**src/rtl/ple_pkg.sv**
```systemverilog
// ----------------------------------------------------------------------------
// ple_pkg
// Shared types and constants of the positional list engine: operation and
// status codes, sequencer states and stream beat layout.
// ----------------------------------------------------------------------------
`default_nettype none

package ple_pkg;

    // default list depth
    localparam int CAPACITY_DEFAULT = 64;

    // field widths
    localparam int DATA_W = 32;
    localparam int POS_W  = 7;
    localparam int OP_W   = 2;
    localparam int ST_W   = 2;

    // stream beat widths, fields packed from bit 0 and padded to bytes
    localparam int S_TDATA_W = 48;
    localparam int M_TDATA_W = 48;

    // operation codes
    typedef enum logic [OP_W-1:0] {
        OP_READ   = 2'd0,
        OP_WRITE  = 2'd1,
        OP_INSERT = 2'd2,
        OP_REMOVE = 2'd3
    } op_t;

    // status codes
    typedef enum logic [ST_W-1:0] {
        ST_OK    = 2'd0,
        ST_RANGE = 2'd1,
        ST_FULL  = 2'd2
    } status_t;

    // sequencer states
    typedef enum logic [2:0] {
        S_IDLE,
        S_EXEC,
        S_READ_WAIT,
        S_SHIFT_WR,
        S_FINISH
    } state_t;

endpackage

`default_nettype wire

```
**src/rtl/ple_ram.sv**
```systemverilog
// ----------------------------------------------------------------------------
// ple_ram
// Generic single-write, single-read RAM with a registered read port.
// ----------------------------------------------------------------------------
`default_nettype none

module ple_ram #(
    parameter int WIDTH = 32,
    parameter int DEPTH = 64
) (
    input  wire logic                     clk,
    input  wire logic                     we,
    input  wire logic [$clog2(DEPTH)-1:0] waddr,
    input  wire logic [WIDTH-1:0]         wdata,
    input  wire logic [$clog2(DEPTH)-1:0] raddr,
    output logic      [WIDTH-1:0]         rdata
);

    logic [WIDTH-1:0] mem [DEPTH];

    // write port and registered read port
    always_ff @(posedge clk)
    begin
        if (we)
        begin
            mem[waddr] <= wdata;
        end
        rdata <= mem[raddr];
    end

endmodule

`default_nettype wire

```
**src/rtl/positional_list_engine.sv**
```systemverilog
// ----------------------------------------------------------------------------
// positional_list_engine
// Bounded ordered list of signed 32-bit values with read, overwrite,
// insert-before and remove-at operations addressed by position.
// ----------------------------------------------------------------------------
// Usage:
//   One beat on the s_ channel carries one operation; one beat on the m_
//   channel carries its result (read value, element count, status).
//   s_tready is high only while the sequencer is idle; an operation is
//   worked off one step at a time through a single-port-pair RAM and one
//   shared index adder/comparator.
//   Every element moved by insert or remove costs one RAM read and one RAM
//   write, so the element shift loop sets the rate.
//   The result sits in an output register; the next beat can be taken while
//   it waits, but a finished result stalls in the sequencer until that
//   register is free, so a stalled receiver eventually holds off s_tready.
//   Reset empties the list (count zero) and clears the output valid; the
//   element RAM is not cleared, since no entry is read before written.
// ----------------------------------------------------------------------------
`default_nettype none

module positional_list_engine #(
    parameter int CAPACITY = ple_pkg::CAPACITY_DEFAULT
) (
    input  wire logic                          clk,
    input  wire logic                          rst_n,
    // operation[1:0], position[8:2], new_value[40:9], zero pad to 48
    input  wire logic [ple_pkg::S_TDATA_W-1:0] s_tdata,
    input  wire logic                          s_tvalid,
    output logic                               s_tready,
    // read_value[31:0], element_count[38:32], status[40:39], zero pad to 48
    output logic      [ple_pkg::M_TDATA_W-1:0] m_tdata,
    output logic                               m_tvalid,
    input  wire logic                          m_tready
);

    import ple_pkg::*;

    localparam int AW = $clog2(CAPACITY);
    localparam int CW = $clog2(CAPACITY + 1);
    localparam int PW = (CW > POS_W) ? CW : POS_W;

    // sequencer and datapath registers
    state_t               state_reg, state_next;
    logic [CW-1:0]        count_reg, count_next;
    logic                 m_tvalid_reg, m_tvalid_next;
    op_t                  op_reg, op_next;
    status_t              status_reg, status_next;
    logic [AW-1:0]        pos_reg, pos_next;
    logic [DATA_W-1:0]    val_reg, val_next;
    logic [AW-1:0]        idx_reg, idx_next;
    logic [DATA_W-1:0]    rd_val_reg, rd_val_next;
    logic [M_TDATA_W-1:0] m_tdata_reg, m_tdata_next;

    // ram ports
    logic              ram_we;
    logic [AW-1:0]     ram_waddr;
    logic [DATA_W-1:0] ram_wdata;
    logic [AW-1:0]     ram_raddr;
    logic [DATA_W-1:0] ram_rdata;

    // input beat fields
    op_t               in_op;
    logic [PW-1:0]     in_pos_w;
    logic [PW-1:0]     count_w;
    status_t           in_status;
    logic              s_accept;
    logic              out_free;

    // shared index unit
    logic [CW-1:0]     idx_succ_w;
    logic [AW-1:0]     idx_pred;
    logic [AW-1:0]     step_addr;
    logic              idx_gt_pos;
    logic              idx_more;
    logic              shift_more;

    assign in_op    = op_t'(s_tdata[1:0]);
    assign in_pos_w = PW'(s_tdata[8:2]);
    assign count_w  = PW'(count_reg);
    assign s_accept = s_tvalid && s_tready;
    assign out_free = !m_tvalid_reg || m_tready;

    // position check against the current count
    always_comb
    begin
        in_status = ST_OK;
        if (in_op == OP_INSERT)
        begin
            if (in_pos_w > count_w)
            begin
                in_status = ST_RANGE;
            end
            else if (count_w == PW'(CAPACITY))
            begin
                in_status = ST_FULL;
            end
        end
        else if (in_pos_w >= count_w)
        begin
            in_status = ST_RANGE;
        end
    end

    // index step: down for insert, up for remove
    assign idx_succ_w = CW'(idx_reg) + CW'(1);
    assign idx_pred   = idx_reg - AW'(1);
    assign step_addr  = (op_reg == OP_INSERT) ? idx_pred : AW'(idx_succ_w);
    assign idx_gt_pos = idx_reg > pos_reg;
    assign idx_more   = idx_succ_w < count_reg;
    assign shift_more = (op_reg == OP_INSERT) ? idx_gt_pos : idx_more;

    // next state
    always_comb
    begin
        state_next = state_reg;
        unique case (state_reg)
            S_IDLE:
            begin
                if (s_accept)
                begin
                    state_next = (in_status == ST_OK) ? S_EXEC : S_FINISH;
                end
            end
            S_EXEC:
            begin
                unique case (op_reg)
                    OP_READ:   state_next = S_READ_WAIT;
                    OP_WRITE:  state_next = S_FINISH;
                    OP_INSERT,
                    OP_REMOVE: state_next = shift_more ? S_SHIFT_WR : S_FINISH;
                    default:   state_next = S_FINISH;
                endcase
            end
            S_READ_WAIT: state_next = S_FINISH;
            S_SHIFT_WR:  state_next = S_EXEC;
            S_FINISH:
            begin
                if (out_free)
                begin
                    state_next = S_IDLE;
                end
            end
            default:     state_next = S_IDLE;
        endcase
    end

    // outputs and datapath updates
    always_comb
    begin
        s_tready      = 1'b0;
        ram_we        = 1'b0;
        ram_waddr     = idx_reg;
        ram_wdata     = ram_rdata;
        ram_raddr     = step_addr;
        count_next    = count_reg;
        op_next       = op_reg;
        status_next   = status_reg;
        pos_next      = pos_reg;
        val_next      = val_reg;
        idx_next      = idx_reg;
        rd_val_next   = rd_val_reg;
        m_tdata_next  = m_tdata_reg;
        m_tvalid_next = m_tvalid_reg && !m_tready;
        unique case (state_reg)
            S_IDLE:
            begin
                s_tready = 1'b1;
                if (s_accept)
                begin
                    op_next     = in_op;
                    status_next = in_status;
                    pos_next    = AW'(s_tdata[8:2]);
                    val_next    = s_tdata[40:9];
                    idx_next    = (in_op == OP_INSERT) ? AW'(count_reg) : AW'(s_tdata[8:2]);
                end
            end
            S_EXEC:
            begin
                unique case (op_reg)
                    OP_READ:
                    begin
                        ram_raddr = pos_reg;
                    end
                    OP_WRITE:
                    begin
                        ram_we    = 1'b1;
                        ram_waddr = pos_reg;
                        ram_wdata = val_reg;
                    end
                    OP_INSERT:
                    begin
                        if (!idx_gt_pos)
                        begin
                            ram_we     = 1'b1;
                            ram_waddr  = pos_reg;
                            ram_wdata  = val_reg;
                            count_next = count_reg + CW'(1);
                        end
                    end
                    OP_REMOVE:
                    begin
                        if (!idx_more)
                        begin
                            count_next = count_reg - CW'(1);
                        end
                    end
                    default:
                    begin
                        ram_we = 1'b0;
                    end
                endcase
            end
            S_READ_WAIT:
            begin
                rd_val_next = ram_rdata;
            end
            S_SHIFT_WR:
            begin
                ram_we    = 1'b1;
                ram_waddr = idx_reg;
                ram_wdata = ram_rdata;
                idx_next  = step_addr;
            end
            S_FINISH:
            begin
                if (out_free)
                begin
                    m_tvalid_next = 1'b1;
                    m_tdata_next  = '0;
                    m_tdata_next[31:0]  = (op_reg == OP_READ && status_reg == ST_OK)
                                          ? rd_val_reg : '0;
                    m_tdata_next[38:32] = POS_W'(count_reg);
                    m_tdata_next[40:39] = status_reg;
                end
            end
            default:
            begin
                s_tready = 1'b0;
            end
        endcase
    end

    // control registers
    always_ff @(posedge clk or negedge rst_n)
    begin
        if (!rst_n)
        begin
            state_reg    <= S_IDLE;
            count_reg    <= '0;
            m_tvalid_reg <= 1'b0;
        end
        else
        begin
            state_reg    <= state_next;
            count_reg    <= count_next;
            m_tvalid_reg <= m_tvalid_next;
        end
    end

    // payload registers
    always_ff @(posedge clk)
    begin
        op_reg      <= op_next;
        status_reg  <= status_next;
        pos_reg     <= pos_next;
        val_reg     <= val_next;
        idx_reg     <= idx_next;
        rd_val_reg  <= rd_val_next;
        m_tdata_reg <= m_tdata_next;
    end

    // element store
    ple_ram #(
        .WIDTH (DATA_W),
        .DEPTH (CAPACITY)
    ) u_ram (
        .clk   (clk),
        .we    (ram_we),
        .waddr (ram_waddr),
        .wdata (ram_wdata),
        .raddr (ram_raddr),
        .rdata (ram_rdata)
    );

    assign m_tvalid = m_tvalid_reg;
    assign m_tdata  = m_tdata_reg;

endmodule

`default_nettype wire

```
**config.mk**
```make
export PLATFORM = sky130hd
export DESIGN_NAME = positional_list_engine
export DESIGN_NICKNAME = d
export VERILOG_FILES = /design/src/rtl/ple_pkg.sv /design/src/rtl/ple_ram.sv /design/src/rtl/positional_list_engine.sv
export SDC_FILE = /design/constraint.sdc
export NUM_CORES = 2
export LEC_CHECK = 0
export BUFFER_PORTS_ARGS = -buffer_cell sky130_fd_sc_hd__buf_2
export CELL_PAD_IN_SITES_DETAIL_PLACEMENT = 1
export CELL_PAD_IN_SITES_GLOBAL_PLACEMENT = 1
export CORE_MARGIN = 2
export CORE_UTILIZATION = 40
export DETAILED_ROUTE_END_ITERATION = 10
export PLACE_DENSITY = 0.64
export RECOVER_POWER = 50
export SLEW_MARGIN = 0
export SYNTH_ARGS = -nofsm -noshare
export SYNTH_HDL_FRONTEND = slang
export SYNTH_SLANG_ARGS = --single-unit
```
**constraint.sdc**
```tcl
create_clock -name clk -period 6.95 [get_ports clk]
set_input_delay 1.0425 -clock clk [delete_from_list [all_inputs] [get_ports clk]]
set_output_delay 1.0425 -clock clk [all_outputs]
set_load 0.05 [all_outputs]
```
Word level (Yosys, flattened, before mapping)
Memory sizes are Yosys's and may differ from the RTL's. A register that Yosys moved wholly into a read port is not among the register bits.
Cells that the tools add are included.
{"block": "totals", "out_inout_bits": 50, "rom_bits": 0, "reg_bits": 132, "ram_bits": 2048, "latch_bits": 0, "mem_count": 1}
{"block": "op_classes", "mul": 0, "add_sub_neg": 4, "eq_ne": 13, "n_mux": 34, "reduce_logical": 18, "shifts": 0, "bitwise_logic": 0, "div": 0, "magnitude_cmp": 4}
{"name": "u_ram.mem", "words": 64, "word_bits": 32, "read_ports": 1, "rd_clocked_by_memory_dff": 1, "write_ports": 1, "line": "ple_ram.sv:19", "source": "logic [WIDTH-1:0] mem [DEPTH];"}
{"op": "32-bit two-way mux", "count": 2}
{"op": "32-bit one-hot mux with 2 select lines", "count": 1}
{"op": "6-bit two-way mux", "count": 7}
{"op": "6-bit one-hot mux with 2 select lines", "count": 2}
{"op": "3-bit one-hot mux with 5 select lines", "count": 1}
{"op": "7-bit two-way mux", "count": 2}
{"op": "7-bit one-hot mux with 2 select lines", "count": 1}
{"op": "3-bit two-way mux", "count": 4}
{"op": "3-bit one-hot mux with 3 select lines", "count": 1}
{"op": "1-bit two-way mux", "count": 8}
{"op": "2-bit inequality test (second input constant)", "count": 4}
{"op": "2-bit AND reduction", "count": 4}
{"op": "6-bit by 1-bit adder with 7-bit output (second input constant)", "count": 1}
{"op": "7-bit by 1-bit adder with 7-bit output (second input constant)", "count": 1}
{"op": "7-bit equality test (second input constant)", "count": 1}
{"op": "7-bit >= comparator", "count": 1}
{"op": "7-bit > comparator", "count": 1}
{"op": "7-bit less-than comparator", "count": 1}
{"op": "7-bit by 1-bit subtractor with 7-bit output (second input constant)", "count": 1}
{"op": "2-bit equality test (second input constant)", "count": 3}
{"op": "3-bit by 2-bit equality test with 1-bit output (second input constant)", "count": 2}
{"op": "6-bit > comparator", "count": 1}
{"op": "2-bit zero test", "count": 3}
{"op": "2-bit two-way mux", "count": 3}
{"op": "other kinds (12)", "count": 17}

Longest topological paths before layout
{"block": "depth", "ltp_word": 8, "ltp_mapped": 16, "mapped_depth_nobuf": 11}

Modules after synthesis
A second synthesis with hierarchy kept.
{"block": "hier_totals", "hier_cells": 3763, "hier_area_um2": 84542.3}
{"mod": "ple_ram", "instances": 1, "cells_per_inst": 3324, "area_per_inst_um2": 78515.3}
{"mod": "positional_list_engine", "instances": 1, "cells_per_inst": 439, "area_per_inst_um2": 6027.0}

Least setup slack after synthesis
OpenSTA, ideal clock, no wires.
{"block": "synth_path", "path_type": "flip-flop to flip-flop", "startpoint": "register pos_reg[5]", "endpoint": "memory u_ram.mem[42][0], enable pin", "arrival_time_ps": 4897, "period_less_slack_ps": 5365, "path_stages_with_launch": 12, "n_path_buf": 1, "required_time_ps": 6482, "setup_slack_ps": 1585, "path_cell_list": "edfxtp_1 clkbuf_1 inv_1 ha_1 and4_1 and3_1 a31o_2 a21oi_2 nor2_1 a2bb2oi_1 a211o_1 nor3b_1"}
{"block": "synth_between", "elab_chain_len": 6, "elab_cells_between_ends": 9, "cone_classes": "1 x order compare; 8 x mux"}
{"element": "start, declared", "line": "positional_list_engine.sv:49", "source": "logic [AW-1:0] pos_reg, pos_next;"}
{"element": "start signal, assigned", "line": "positional_list_engine.sv:266", "source": "pos_reg <= pos_next;"}
{"element": "6-bit > comparator", "line": "positional_list_engine.sv:109", "source": "assign idx_gt_pos = idx_reg > pos_reg;"}
{"element": "1-bit two-way mux", "line": "positional_list_engine.sv:193", "source": "if (!idx_gt_pos)"}
{"element": "1-bit one-hot mux with 2 select lines", "line": "positional_list_engine.sv:180", "source": "unique case (op_reg)"}
{"element": "1-bit one-hot mux with 2 select lines", "line": "positional_list_engine.sv:165", "source": "unique case (state_reg)"}
{"element": "1-bit two-way mux", "line": "ple_ram.sv:24", "source": "if (we)"}
{"element": "1-bit two-way mux (implied by the code)", "line": "ple_ram.sv:26", "source": "mem[waddr] <= wdata;"}
{"element": "end, declared", "line": "ple_ram.sv:19"}
Parallel ways exist; a longest one is shown, timed or not.

Final worst setup path
{"block": "layout_path", "startpoint": "register pos_reg[2]", "endpoint": "memory u_ram.mem[2][11] (data pin)"}
{"block": "layout_between", "elab_chain_len": 4}
{"element": "6-bit > comparator", "line": "positional_list_engine.sv:109"}
{"element": "32-bit two-way mux", "line": "positional_list_engine.sv:193"}
{"element": "32-bit one-hot mux with 2 select lines", "line": "positional_list_engine.sv:180"}
{"element": "32-bit two-way mux", "line": "positional_list_engine.sv:165"}
{"element": "via ram_wdata[11]", "line": "positional_list_engine.sv:58", "source": "logic [DATA_W-1:0] ram_wdata;"}
The timed path passes the listed nets, and every way through them passes these cells.

==> impl_results.md <==
* Status: finished, violations left
* Failing checks: max-capacitance violations, max-slew violations
* 1st-pass router iterations at 6
* Routed length per instance at 29.5 um
* TritonCTS buffer count at 221
* Leakage power at 32.2 nW
* Critical Path End Type: flop
* Total global routing overflow at 0
* Setup TNS at 0 ps
* Synth Instances at 5315
* Row count at 171
* Die height at 470 um
* Final hold violation count at 0
* CP arrival at 6280 ps
* Die Wd at 470 um
* TritonCTS clock tree: done
* Maximum Capacitance Violations at 34
* Max Fclk at 162 MHz
* Power consumption at 44.6 mW
* Resized cells post-CTS at 0
* Synth cell types at 89
* Mapped Area at 86800 sq um
* Initial Utilization at 40.1%
* Max Slew Vio Count at 1936
* DP HPWL at 146000 um
* Largest net degree at the start of global routing at 121
* Vias at 49.5k
* Max reg flops at 2048
* RSZ-0062 raised after global routing: no
* Synth warn at 0
* Post-route ant nets at 0
* DRC errors left at 0
* CTS root buf: clkbuf_16
* # H-tree levels at 4
* Layout cells sized above 1 at 15.5%
* Crit-path max cell delay at 2390 ps
* Post-Route Skew at 47.8 ps
* CP Launch Type: flop
* Core area at 217000 sq um
* Worst reg2reg setup slack at 780 ps
* Initial antenna violation count at 18
* Die area at 221000 sq um
* Placed inst area at 91500 sq um
* Tmin final at 6170 ps
* CP Cell Sequence: inv_1 -> ha_1 -> and4_1 -> and3_1 -> a311o_1 -> nand2_1 -> buf_4 -> a22o_2 -> clkbuf_1
* Finished Cell Area at 98200 sq um
* CP Data Required Time at 7070 ps
* Hold Crit Class: primary input to flop
* Crit share post-route at 88.7%
* Part of the Yosys area used for sequential elements at 76.1%
* IO Port Bufs at 87
* DP Worst Slack at 1400 ps
* P per Cell Area at 454 nW/um^2
* Relative slew margins at -133%
* Routed vias/inst at 5.81
* Final WS setup at 783 ps
* Worst Path Max Fanout at 64
* WS Path Type: flop to flop
* GRT Util Overall at 22.4%
* Hold-fix buffers, CTS at 1
* Final nets at 5573
* Worst skew pair latency at 870 ps
* Setup Fix Bufs, Post-CTS at 0
* Clock transition at path regs at 60 ps
* Vias in the first global route at 49.9k
* I/O pin count at 102
* WL final at 252000 um
* Final setup fails at 0
* Ys async rst share at 0.497%
* DR iter-0 viols at 5364
* EDFF count, synth at 2169
* RD Place Congestion at 0.828
* Worst path slowest cell: clkbuf_1
* Avg Inst Size Synth at 16.3 sq um
* Worst vdd ir at 0.621 mV
* CTS Sinks at 2212
* Top_reg_cell synth: edfxtp_1
* Area growth from synthesis to layout at 13.1%
* CTS Buffer Depth at 3
* Synth Register Bits at 2212
* First-pass GRT wire length at 362000 um
* Worst slew pin tran at 3500 ps
[logic make-up after synthesis]
logic type      synth area share (%)
other cells                  0.00432
xor+xnor                       0.160
buf+inv                         1.99
flops                           76.1
fa+ha+maj                      0.455
compound gates                  4.60
mux                             7.41
simple gates                    9.31
[final cells by class]
cell class              count  area (sq um)
well taps                2854          3570
inverters                  28           105
repair buffers            271          1900
diodes                      4          10.0
clock buffers             293          5950
multi-input cells        2756         19700
flip-flops and latches   2212         66000
clock inverters           116           986
fillers                 20900        118000
[critical path, delay by kind of cell (launching register included)]
| family | cells | cell delay [ps] |
|---|---|---|
| adders and majority gates | 1 | 330 |
| AOI/OAI and AO/OA | 2 | 670 |
| DFF | 1 | 590 |
| buffers and inverters | 3 | 3030 |
| and+or+nand+nor | 3 | 660 |
[layout by cell type, fill, tap and decap left out, drive strengths merged, types with 7 or more instances in the layout]
cell	netlist	final
mux2i	63	63
a211oi	7	7
and4	7	7
bufinv	0	10
or4	17	17
o221ai	35	35
o22ai	52	52
nand3	241	241
nand4	16	16
a32oi	21	21
o21ai	33	33
conb	1	7
and2	38	38
dfxtp	32	32
a221oi	17	17
a31oi	187	187
clkbuf	122	393
clkinv	1	99
inv	27	33
dfrtp	11	11
mux4	256	256
a22oi	10	10
nor2	85	85
a21oi	66	66
and3	181	181
nand2	1198	1198
a311oi	12	12
nor3	11	11
a2111oi	11	11
xnor2	10	10
buf	203	170
a22o	49	49
edfxtp	2169	2169
ha	30	30
a21o	8	8
o31ai	7	7
[per-layer routing]
metal / vias up / part of all wire, % / global-route usage, %
met4: 0 / 2.3 / 5.73
li1: 20900 / - / -
met2: 1905 / 48 / 36.0
met1: 26400 / 43 / 32.1
met5: - / 0 / 0
met3: 321 / 7.6 / 3.48
[synthesized netlist by cell type (17+ instances only)]
library cell,count,area share (%)
o221ai_1,35,0.35
inv_1,27,0.12
a32oi_1,21,0.21
ha_1,30,0.43
and2_1,38,0.27
nand3_1,238,1.4
and3_1,181,1.3
nor2_1,85,0.37
a22o_1,49,0.49
buf_1,21,0.091
o21ai_0,28,0.16
mux2i_1,61,0.70
clkbuf_1,121,0.52
buf_4,29,0.25
mux4_2,256,6.6
a21oi_1,65,0.37
dfxtp_1,32,0.74
nand2_1,1195,5.2
a221oi_2,17,0.29
buf_2,137,0.79
or4_1,17,0.15
a31oi_1,186,1.3
edfxtp_1,2169,75
o22ai_1,52,0.37
[power by group]
group | leakage, nW | internal, mW | switching [mW]
clock network | 3.41 | 6.40 | 5.14
registers | 19.9 | 17.8 | 0.356
logic | 8.86 | 4.10 | 10.8
[worst paths after layout]
check                           startpoint          endpoint  depth (start not counted)
setup / recovery                pos_reg[2]  u_ram.mem[2][11]                          9
hold / removal                 s_tdata[26]       val_reg[17]                          1
setup reg to reg                pos_reg[2]  u_ram.mem[2][11]                          9
hold reg to reg            u_ram.rdata[24]    rd_val_reg[24]                          0
max in group asynchronous            rst_n      count_reg[6]                          2
min in group asynchronous            rst_n      count_reg[3]                          2
[through the flow]
stage | hold slack, ps | std cells | utilization (%)
finish | 360 | 8534 | 45.4
CTS | 293 | 8529 | 45.5
floorplan | 409 | 5321 | -
global placement | 430 | 8119 | 42.3
detailed placement | 439 | 8119 | 42.3
global route | 322 | 8531 | 45.4
(Power assumes the default switching activity.)
